`src/rtl/core/fletcher64_checksum_with_skip_macros.svh`:
```
// assertion helpers for the rtl
`ifndef FLETCHER64_CHECKSUM_WITH_SKIP_MACROS_SVH
`define FLETCHER64_CHECKSUM_WITH_SKIP_MACROS_SVH

// same-cycle implication
`define F64CS_ASSERT_NOW(label, clk, rst_n, ante, cons, msg) \
    label: assert property (@(posedge clk) disable iff (!rst_n) (ante) |-> (cons)) \
        else $error(msg);

// next-cycle implication
`define F64CS_ASSERT_NEXT(label, clk, rst_n, ante, cons, msg) \
    label: assert property (@(posedge clk) disable iff (!rst_n) (ante) |=> (cons)) \
        else $error(msg);

`endif

```
`src/rtl/core/f64cs_pkg.sv`:
```
package f64cs_pkg;

    localparam int WORD_W      = 32;
    localparam int CSUM_W      = 2 * WORD_W;
    localparam int OFFSET_W    = 20;
    localparam int CFG_INDEX_W = 4;
    localparam int CFG_DATA_W  = OFFSET_W;

    typedef logic [WORD_W-1:0]      t_word;
    typedef logic [CSUM_W-1:0]      t_csum;
    typedef logic [OFFSET_W-1:0]    t_offset;
    typedef logic [CFG_INDEX_W-1:0] t_cfg_index;
    typedef logic [CFG_DATA_W-1:0]  t_cfg_data;

    localparam t_cfg_index CFG_CHECKSUM_WORD_OFFSET = t_cfg_index'(0);
    localparam t_cfg_index CFG_INSERT_MODE          = t_cfg_index'(1);

    typedef struct packed {
        logic step;
        logic last;
    } t_step;

endpackage

```
`src/rtl/core/f64cs_if.sv`:
```
interface f64cs_word_if import f64cs_pkg::*; ();
    logic  valid;
    logic  ready;
    t_word data_word;
    logic  last_word;

    modport source (output valid, output data_word, output last_word, input ready);
    modport sink   (input valid, input data_word, input last_word, output ready);
endinterface

interface f64cs_result_if import f64cs_pkg::*; ();
    logic  valid;
    logic  ready;
    t_csum checksum_value;
    logic  checksum_ok;

    modport source (output valid, output checksum_value, output checksum_ok, input ready);
    modport sink   (input valid, input checksum_value, input checksum_ok, output ready);
endinterface

interface f64cs_cfg_if import f64cs_pkg::*; ();
    logic       valid;
    logic       ready;
    t_cfg_index index;
    t_cfg_data  data;

    modport source (output valid, output index, output data, input ready);
    modport sink   (input valid, input index, input data, output ready);
endinterface

```
`src/rtl/core/f64cs_accum.sv`:
```
module f64cs_accum import f64cs_pkg::*; #(
    parameter int POSITION_WIDTH = 20
) (
    input  logic    i_clk,
    input  logic    i_rst_n,
    input  t_step   i_step,
    input  t_word   i_word,
    input  t_offset i_offset,
    output t_csum   o_csum,
    output t_csum   o_stored
);

    logic [POSITION_WIDTH+OFFSET_W-1:0] w_offset_ext;
    logic [POSITION_WIDTH-1:0]          w_first_slot;
    logic [POSITION_WIDTH-1:0]          w_second_slot;
    logic                               w_hit_first;
    logic                               w_hit_second;

    t_word                     r_low,    n_low;
    t_word                     r_high,   n_high;
    logic [POSITION_WIDTH-1:0] r_pos,    n_pos;
    t_csum                     r_stored, n_stored;

    // offset taken modulo the position range
    assign w_offset_ext  = {{POSITION_WIDTH{1'b0}}, i_offset};
    assign w_first_slot  = w_offset_ext[POSITION_WIDTH-1:0];
    assign w_second_slot = w_first_slot + {{(POSITION_WIDTH-1){1'b0}}, 1'b1};
    assign w_hit_first   = (r_pos == w_first_slot);
    assign w_hit_second  = !w_hit_first && (r_pos == w_second_slot);

    always_comb begin
        n_stored = r_stored;
        n_low    = r_low;
        if (w_hit_first) begin
            n_stored[WORD_W-1:0] = i_word;
        end else if (w_hit_second) begin
            n_stored[CSUM_W-1:WORD_W] = i_word;
        end else begin
            n_low = r_low + i_word;
        end
        n_high = r_high + n_low;
        n_pos  = r_pos + {{(POSITION_WIDTH-1){1'b0}}, 1'b1};
    end

    assign o_csum   = {n_high, n_low};
    assign o_stored = n_stored;

    always_ff @(posedge i_clk) begin
        if (!i_rst_n) begin
            r_low    <= '0;
            r_high   <= '0;
            r_pos    <= '0;
            r_stored <= '0;
        end else if (i_step.step) begin
            if (i_step.last) begin
                r_low    <= '0;
                r_high   <= '0;
                r_pos    <= '0;
                r_stored <= '0;
            end else begin
                r_low    <= n_low;
                r_high   <= n_high;
                r_pos    <= n_pos;
                r_stored <= n_stored;
            end
        end
    end

endmodule

```
`src/rtl/core/fletcher64_checksum_with_skip.sv`:
```
// Fletcher-64-style checksum (sums modulo 2^32) over a word stream, with a skipped checksum slot.
// i_data: one 32-bit word per beat, last_word marks the end of the range.
// o_result: one beat per range, the checksum {high sum, low sum} and a
// match flag (always 1 in insert mode, else checksum == stored words).
// i_cfg: register writes, index 0 the checksum word offset, index 1 the
// insert mode; always ready, write only while the block is idle.
// Throughput: one word per cycle while no last word waits on a stalled result,
// set by the single accumulate stage (two 32-bit adds per word).
// The last word's beat passes the input register, then the result register,
// on its way to the result beat.
// Reset clears the sums, the word position, the stored checksum and the
// registers (offset 0, verify mode).
// A stalled receiver holds the result; words keep flowing until a second
// last word reaches the accumulate stage, which then waits and drops
// i_data.ready until the result beat is taken.
`include "fletcher64_checksum_with_skip_macros.svh"

module fletcher64_checksum_with_skip import f64cs_pkg::*; #(
    parameter int POSITION_WIDTH = 20
) (
    input logic             i_clk,
    input logic             i_rst_n,
    f64cs_word_if.sink      i_data,
    f64cs_result_if.source  o_result,
    f64cs_cfg_if.sink       i_cfg
);

    t_offset r_offset;
    logic    r_insert;

    logic    r_s1_valid;
    logic    r_s1_last;
    t_word   r_s1_word;

    logic    r_out_valid;
    t_csum   r_out_csum;
    t_csum   r_out_stored;
    logic    r_out_insert;

    logic    w_advance;
    logic    w_in_ready;
    t_step   w_step;
    t_csum   w_csum;
    t_csum   w_stored;

    // configuration registers
    assign i_cfg.ready = 1'b1;

    always_ff @(posedge i_clk) begin
        if (!i_rst_n) begin
            r_offset <= '0;
            r_insert <= 1'b0;
        end else if (i_cfg.valid) begin
            unique case (i_cfg.index)
                CFG_CHECKSUM_WORD_OFFSET: r_offset <= i_cfg.data[OFFSET_W-1:0];
                CFG_INSERT_MODE:          r_insert <= i_cfg.data[0];
                default: ;
            endcase
        end
    end

    // input register
    assign w_advance  = r_s1_valid && (!r_s1_last || !r_out_valid || o_result.ready);
    assign w_in_ready = !r_s1_valid || w_advance;
    assign i_data.ready = w_in_ready;

    always_ff @(posedge i_clk) begin
        if (!i_rst_n) begin
            r_s1_valid <= 1'b0;
        end else if (w_in_ready) begin
            r_s1_valid <= i_data.valid;
        end
    end

    always_ff @(posedge i_clk) begin
        if (w_in_ready && i_data.valid) begin
            r_s1_last <= i_data.last_word;
            r_s1_word <= i_data.data_word;
        end
    end

    // accumulate stage
    assign w_step.step = w_advance;
    assign w_step.last = r_s1_last;

    f64cs_accum #(
        .POSITION_WIDTH (POSITION_WIDTH)
    ) u_accum (
        .i_clk    (i_clk),
        .i_rst_n  (i_rst_n),
        .i_step   (w_step),
        .i_word   (r_s1_word),
        .i_offset (r_offset),
        .o_csum   (w_csum),
        .o_stored (w_stored)
    );

    // result register
    always_ff @(posedge i_clk) begin
        if (!i_rst_n) begin
            r_out_valid <= 1'b0;
        end else if (w_advance && r_s1_last) begin
            r_out_valid <= 1'b1;
        end else if (o_result.ready) begin
            r_out_valid <= 1'b0;
        end
    end

    always_ff @(posedge i_clk) begin
        if (w_advance && r_s1_last) begin
            r_out_csum   <= w_csum;
            r_out_stored <= w_stored;
            r_out_insert <= r_insert;
        end
    end

    assign o_result.valid          = r_out_valid;
    assign o_result.checksum_value = r_out_csum;
    assign o_result.checksum_ok    = r_out_insert || (r_out_csum == r_out_stored);

    `F64CS_ASSERT_NOW(a_stall_cause, i_clk, i_rst_n, !i_data.ready,
        r_s1_valid && r_s1_last && r_out_valid && !o_result.ready,
        "input stalled without a blocked last beat")
    `F64CS_ASSERT_NEXT(a_last_gives_result, i_clk, i_rst_n, w_advance && r_s1_last,
        r_out_valid, "last beat did not produce a result")
    `F64CS_ASSERT_NEXT(a_result_held, i_clk, i_rst_n,
        !(w_advance && r_s1_last) && r_out_valid && !o_result.ready,
        r_out_valid && $stable(r_out_csum), "pending result disturbed")

endmodule
```
`src/flat_wrapper.sv`:
```
// flat-port wrapper written by rule: the top's interface ports become plain ports
module fletcher64_checksum_with_skip_flat import f64cs_pkg::*;
#(
    parameter int POSITION_WIDTH = 20
)
  (i_clk, i_rst_n, i_data_valid, i_data_data_word, i_data_last_word, i_data_ready, o_result_valid, o_result_checksum_value, o_result_checksum_ok, o_result_ready, i_cfg_valid, i_cfg_index, i_cfg_data, i_cfg_ready);
  f64cs_word_if i_data_i ();
  f64cs_result_if o_result_i ();
  f64cs_cfg_if i_cfg_i ();
  input logic i_clk;
  input logic i_rst_n;
  input wire logic [$bits(i_data_i.valid)-1:0] i_data_valid;
  input wire logic [$bits(i_data_i.data_word)-1:0] i_data_data_word;
  input wire logic [$bits(i_data_i.last_word)-1:0] i_data_last_word;
  output wire logic [$bits(i_data_i.ready)-1:0] i_data_ready;
  output wire logic [$bits(o_result_i.valid)-1:0] o_result_valid;
  output wire logic [$bits(o_result_i.checksum_value)-1:0] o_result_checksum_value;
  output wire logic [$bits(o_result_i.checksum_ok)-1:0] o_result_checksum_ok;
  input wire logic [$bits(o_result_i.ready)-1:0] o_result_ready;
  input wire logic [$bits(i_cfg_i.valid)-1:0] i_cfg_valid;
  input wire logic [$bits(i_cfg_i.index)-1:0] i_cfg_index;
  input wire logic [$bits(i_cfg_i.data)-1:0] i_cfg_data;
  output wire logic [$bits(i_cfg_i.ready)-1:0] i_cfg_ready;
  assign i_data_i.valid = i_data_valid;
  assign i_data_i.data_word = i_data_data_word;
  assign i_data_i.last_word = i_data_last_word;
  assign i_data_ready = i_data_i.ready;
  assign o_result_valid = o_result_i.valid;
  assign o_result_checksum_value = o_result_i.checksum_value;
  assign o_result_checksum_ok = o_result_i.checksum_ok;
  assign o_result_i.ready = o_result_ready;
  assign i_cfg_i.valid = i_cfg_valid;
  assign i_cfg_i.index = i_cfg_index;
  assign i_cfg_i.data = i_cfg_data;
  assign i_cfg_ready = i_cfg_i.ready;
  fletcher64_checksum_with_skip #(.POSITION_WIDTH(POSITION_WIDTH)) u_core (.i_clk(i_clk), .i_rst_n(i_rst_n), .i_data(i_data_i), .o_result(o_result_i), .i_cfg(i_cfg_i));
endmodule
```
`config.mk`:
```
export PLATFORM = sky130hd
export DESIGN_NAME = fletcher64_checksum_with_skip_flat
export DESIGN_NICKNAME = d
export VERILOG_FILES = /design/src/rtl/core/f64cs_pkg.sv /design/src/rtl/core/f64cs_if.sv /design/src/rtl/core/f64cs_accum.sv /design/src/rtl/core/fletcher64_checksum_with_skip.sv /design/src/flat_wrapper.sv
export VERILOG_INCLUDE_DIRS = /design/src /design/src/rtl/core
export SDC_FILE = /design/constraint.sdc
export NUM_CORES = 1
export LEC_CHECK = 0
export ABC_AREA = 1
export BUFFER_PORTS_ARGS = -buffer_cell sky130_fd_sc_hd__buf_2
export CELL_PAD_IN_SITES_DETAIL_PLACEMENT = 1
export CELL_PAD_IN_SITES_GLOBAL_PLACEMENT = 1
export CORE_ASPECT_RATIO = 0.5
export CORE_MARGIN = 10
export CORE_UTILIZATION = 25
export DETAILED_ROUTE_END_ITERATION = 8
export PLACE_DENSITY_LB_ADDON = 0.1
export REMOVE_ABC_BUFFERS = 1
export SYNTH_ARGS = -nofsm -noshare
export SYNTH_HDL_FRONTEND = slang
export SYNTH_HIERARCHICAL = 1
export SYNTH_SLANG_ARGS = --single-unit
export TNS_END_PERCENT = 30
```
`constraint.sdc`:
```
create_clock -name i_clk -period 6.3 [get_ports i_clk]
set_input_delay 0.315 -clock i_clk [delete_from_list [all_inputs] [get_ports i_clk]]
set_output_delay 0.315 -clock i_clk [all_outputs]
set_load 0.02 [all_outputs]
```
* Word-level counts from Yosys, hierarchy flattened
Cells that the tools add are included.
Cells by class: $add $sub $neg 4, equality and inequality tests 4, mux-type cells 11, reduce and logical (&&, ||, !) cells 16
Operators by type and width (count):
- two-way mux 32 bit | 7
- adder 32 bit | 2
- equality test 64 bit | 1
- two-way mux 64 bit | 1
- adder 20 x 1 -> 20 bit (second input constant) | 2
- equality test 20 bit | 2
- two-way mux 20 bit | 1
- equality test 4 x 1 -> 1 bit (second input constant) | 1
- logical AND 1 bit | 4
- zero test 1 bit | 4
- zero test 4 bit | 1
- logical OR 1 bit | 4
- AND reduction 2 bit | 2
- two-way mux 1 bit | 2
- nonzero test 2 bit | 1
Storage, ports and cells: register bits after elaboration 333, output and inout port bits 68, logic and storage cells 48

* Depth between registers and ports, before layout
depth in word-level cells 7, mapped depth 35, gate-level depth less buffers 34

* By module
The synthesis kept the hierarchy.
Modules (own cells, without submodules):
- f64cs_accum | times used 1, cells each 1679, area each 10815.4 um^2, sequential area each 2962.8 um^2
- fletcher64_checksum_with_skip | times used 1, cells each 603, area each 7043.0 um^2, sequential area each 5325.1 um^2

* Least setup slack after synthesis
OpenSTA, ideal clock, no wires.
kind flip-flop to flip-flop, start reg u_core.r_offset[0], end reg u_core.r_out_csum[60], in the netlist u_core/o_result.checksum_value[60] (data pin), library setup time 0.259 ns, arrival 3.695 ns, data required time 6.041 ns, path slack 2.347 ns, cell stages (with the launch flop) 33, path buffers 1, period minus slack after synthesis 3.953 ns, path through dfxtp_1 ha_1 inv_1 nor2_4 nand2_4 nor2_4 nand2_1 nand2_1 nand2_1 clkinv_1 nand2_2 nor2_4 nand3_4 nand2_8 buf_6 nand2_1 nand2_1 ha_1 inv_1 fa_1 o21ai_1 nand2_1 nand2_1 nand2_1 nand2_1 nand3_1 nand3_1 inv_1 o21ai_1 nand3_1 nand2_1 nand2_1 and2_1
On the way: word-level cells in the longest chain between the ends 6, elaborated cells between the ends (all ways) 8, classes of those cells add/sub: 2; eq/ne: 2; mux: 2; reduce/logical: 2
Ends and longest elaborated chain:
- start, declared | line fletcher64_checksum_with_skip.sv:28 | t_offset r_offset;
- start signal, assigned | line fletcher64_checksum_with_skip.sv:55 | CFG_CHECKSUM_WORD_OFFSET: r_offset <= i_cfg.data[OFFSET_W-1:0];
- adder 20 x 1 -> 20 bit or equality test 20 bit (tied branches) | line f64cs_accum.sv:27, f64cs_accum.sv:28
- equality test 20 bit or zero test 1 bit (tied branches) | line f64cs_accum.sv:29 | assign w_hit_second = !w_hit_first && (r_pos == w_second_slot);
- logical AND 1 bit | line f64cs_accum.sv:29
- two-way mux 32 bit | line f64cs_accum.sv:36 | end else if (w_hit_second) begin
- two-way mux 32 bit * | line f64cs_accum.sv:34 | if (w_hit_first) begin
- net u_core.w_csum[0] | line fletcher64_checksum_with_skip.sv:43 | t_csum w_csum;
- adder 32 bit * | line f64cs_accum.sv:41 | n_high = r_high + n_low;
- net u_core.w_csum[60] | line fletcher64_checksum_with_skip.sv:43
- end signal, assigned | line fletcher64_checksum_with_skip.sv:111 | r_out_csum <= w_csum;
- end, declared | line fletcher64_checksum_with_skip.sv:36 | t_csum r_out_csum;
Mark *: on every way through the listed nets, which the timed path passes. The rest lies on a longest branch. A chain may end at the register's enable or synchronous reset.

* Worst setup path in the final report
start reg u_core.r_s1_word[0], end reg u_core.r_out_csum[63], in the netlist u_core/o_result.checksum_value[63] (data pin)
On the way: word-level cells in the longest chain between the ends 4
Ends and longest elaborated chain:
- start, declared | line fletcher64_checksum_with_skip.sv:33 | t_word r_s1_word;
- start signal, assigned | line fletcher64_checksum_with_skip.sv:78 | r_s1_word <= i_data.data_word;
- adder 32 bit | line f64cs_accum.sv:39 | n_low = r_low + i_word;
- two-way mux 32 bit | line f64cs_accum.sv:36
- two-way mux 32 bit | line f64cs_accum.sv:34
- net u_core.w_csum[22] | line fletcher64_checksum_with_skip.sv:43
- adder 32 bit | line f64cs_accum.sv:41
- net u_core.w_csum[63] | line fletcher64_checksum_with_skip.sv:43
The timed path passes the listed nets, and every way through them passes these cells.

==> metrics.cfg <==
[timing]
max_freq_mhz = 190
setup_violations = 0
hold_viol_final = 0
min_period_ns = 5.27
fin_ws_ns = 1.03
drv_slew = 0
tightestPinTransition_ns = 0.914
fin_skew_ns = 0.0188
maxSlewHeadroom_pct = 39.1
tns_ns = 0
timing.final.crit_share_pct = 83.7
rsz0062_at_grt = false

[place]
io_buffers = 128
gp_congestion = 0.787
dpl.hpwl_mm = 42.9
place_area_sq_um = 19500
pre_cts_ws_ns = 1.01

[route]
dr.pass1.iters = 4
via_per_inst = 4.41
drt-initial-drc-count = 645
routed_wl_mm = 59.1
routed.top_layer = met4
via_count = 15065
wl_met2_mm = 26.3
drc = 0
final_antenna_net_count = 0
wl_per_cell_um = 17.3
wl_met3_mm = 1.73
wl_met1_mm = 30.4

[clock_network]
clock-sinks = 333
cts_setup_buffers = 0
cts_tree = built
clockRootBuffer = clkbuf_16
clock_tree.buffer_depth = 3
cts_max_level = 2
cts_buffers = 38
clk_latency_ns = 0.57
ctsResizeCount = 0
clkTransAtPathRegs_ns = 0.06

[cells_and_area]
drive_gt1_share_pct = 11.7
diodes = 0
final_cell_area_sq_um = 21100
multi_input_area_sq_um = 8240
nets = 2559
syn_to_final_growth_pct = 18.2
seq_area_sq_um = 8290
fillers = 8482
fin_util_pct = 29.8

[grt]
overflow = 0
gr-usage-all-layers_pct = 14.0
grt_pass1_wl_mm = 92.4
grt_max_degree = 70
antenna_found_initial = 0
grt_pass1_vias = 15742

[critical_path]
crit_path_end_kind = flop
cp.required_ns = 6.62
worstPathMaxFanout = 5
worstSetupStartpointType = flop
worst_ep_arrival_time_ns = 5.59
rrSetupSlack_ns = 1.03
reg2reg_to = u_core/o_result.checksum_value[63]
crit-reg2reg-launch = u_core/r_s1_word[0]
crit_type = reg -> reg
reg2regPathDepth = 26

[logic_synthesis]
avgSynthCellArea_sq_um = 7.83
yosysWarnings = 6
ys_top_cells_by_count = 735 x nand2_1, 257 x inv_1, 247 x a21oi_1
synthTopCellsByArea = edfxtp_1 27%, dfxtp_1 19%, nand2_1 15%
synth_edf_count = 162
synth_top_cell_area_share_pct = 27.2
synth.ff_latch_count = 333
synth_area_sq_um = 17900
synth.most_common_cell = nand2_1
syn_inst = 2282
synthArstFlopShare_pct = 0
synth_top_area_cell = edfxtp_1
ys_seq_area_share_pct = 46.4
ys.flop_type = dfxtp_1
synth_cell_types = 50

[floorplan]
die_y_um = 209
core_area_sq_um = 70900
io_pins = 130
start_util_pct = 25.2
rows = 69
die_w_um = 398
die-area_sq_um = 83200

[hold_path]
hold_path_startpoint = i_cfg_data[17]
whs_path_depth = 3
worstHoldEndpoint = u_core/r_offset[17]
hold_class = in -> reg

[power_and_ir_drop]
ir_drop_v = 0.000150
p_per_area_nw_per_um2 = 262
p_leak_nw = 8.82

[job]
cap_viol_max_count = 0

[outcome]
status = completed

## power breakdown
part / total, W / internal [W] / switching [W]
registers: 0.00244 / 0.00238 / 0.0000589
logic: 0.000802 / 0.000240 / 0.000561
clock network: 0.00229 / 0.00133 / 0.000966
total: 0.00553 / 0.00395 / 0.00159
## worst max path at each step
| stage | end | slack (ns) | depth (start not counted) | startpoint |
|---|---|---|---|---|
| after floorplan | u_core/u_accum/r_low[19] | -0.59 | 5 | u_core/r_s1_last |
| after global placement | u_core/o_result.checksum_value[63] | 1.07 | 26 | u_core/r_s1_word[0] |
| after detailed placement | u_core/o_result.checksum_value[63] | 1.01 | 26 | u_core/r_s1_word[0] |
| after CTS | u_core/o_result.checksum_value[63] | 1.02 | 26 | u_core/r_s1_word[0] |
| after global routing | u_core/o_result.checksum_value[63] | 0.58 | 26 | u_core/r_s1_word[0] |
| final | u_core/o_result.checksum_value[63] | 1.03 | 26 | u_core/r_s1_word[0] |
## cell type report
type / count / area share (%)
Sequential cell: 333 / 39.3
Clock inverter: 13 / 0.670
Tap cell: 958 / 5.68
Inverter: 260 / 4.69
Multi-Input combinational cell: 1617 / 39.1
Timing Repair Buffer: 181 / 5.45
Clock buffer: 56 / 5.18
## per-stage QoR
step,hold WS (ns),cells,total power (W)
floorplan,0.408,2210,0.00298
global placement,0.452,3309,0.00328
detailed placement,0.458,3309,0.00328
CTS,0.00240,3418,0.00565
global route,0.0232,3418,0.00583
finish,0.0435,3418,0.00553
## cells by family after synthesis
kind of cell | after synthesis | synth area share [%]
AO/OA/AOI/OAI | 420 | 13.3
XOR/XNOR | 76 | 3.73
adder cells (fa/ha/maj) | 66 | 4.71
buffers and inverters | 332 | 7.54
flip-flops | 333 | 46.4
other | 1 | 0.0210
AND/OR/NAND/NOR | 1054 | 24.3
## metal layers
metal  vias to the layer above  global-route usage [%]
li1                       7707                       -
met1                      7185                    19.8
met2                       123                    22.6
met3                        50                    2.14
met4                         0                    2.48
met5                         -                       0
## registers in the layout (all words and copies together), names as in the netlist, 20 cells and up
register / cells
u_core/o_result.checksum_value: 64
u_core/r_out_stored: 64
u_core/u_accum/r_stored: 64
u_core/r_s1_word: 32
u_core/u_accum/r_high: 32
u_core/u_accum/r_low: 32
u_core/r_offset: 20
u_core/u_accum/r_pos: 20
## layout by cell type (no fill, tap or decap), types with 12 or more instances in the layout
master / netlist / routed
nor3_1: 21 / 21
o21ai_0: 78 / 78
edfxtp_1: 162 / 162
inv_1: 257 / 253
o21ai_2: 50 / 50
buf_4: 5 / 12
dfxtp_1: 171 / 171
nand3_1: 64 / 63
nand2_1: 735 / 735
nor2_1: 166 / 165
clkbuf_1: 39 / 14
ha_1: 64 / 64
dlygate4sd3_1: 0 / 40
nand4_1: 17 / 17
xor2_1: 50 / 50
a21oi_1: 247 / 247
xnor2_1: 26 / 26
buf_2: 13 / 128
clkbuf_16: 0 / 41
## critical path, cell delays in order (launching register included)
cell and delay, ns:
edfxtp_1 0.38, ha_1 0.18, inv_1 0.05, fa_1 0.40, inv_1 0.07, nand3_1 0.06, nand2_1 0.19, a21oi_1 0.17
o21ai_0 0.58, nand2_1 0.11, nand2_1 0.14, a21oi_1 0.10, a21oi_1 0.13, o21ai_0 0.15, nand2_1 0.09, inv_1 0.08
ha_1 0.36, nand2_1 0.17, nor4_1 0.40, nand3_1 0.12, nand3_1 0.21, nand2_1 0.08, o211ai_1 0.23, a21oi_1 0.22
inv_1 0.09, nand3_1 0.11, and2_1 0.17
## repair_timing
action                     CTS  global route
hold endpoints to repair    40             0
setup endpoints to repair    0             0
hold buffers                40             0
(Power assumes the default switching activity.)
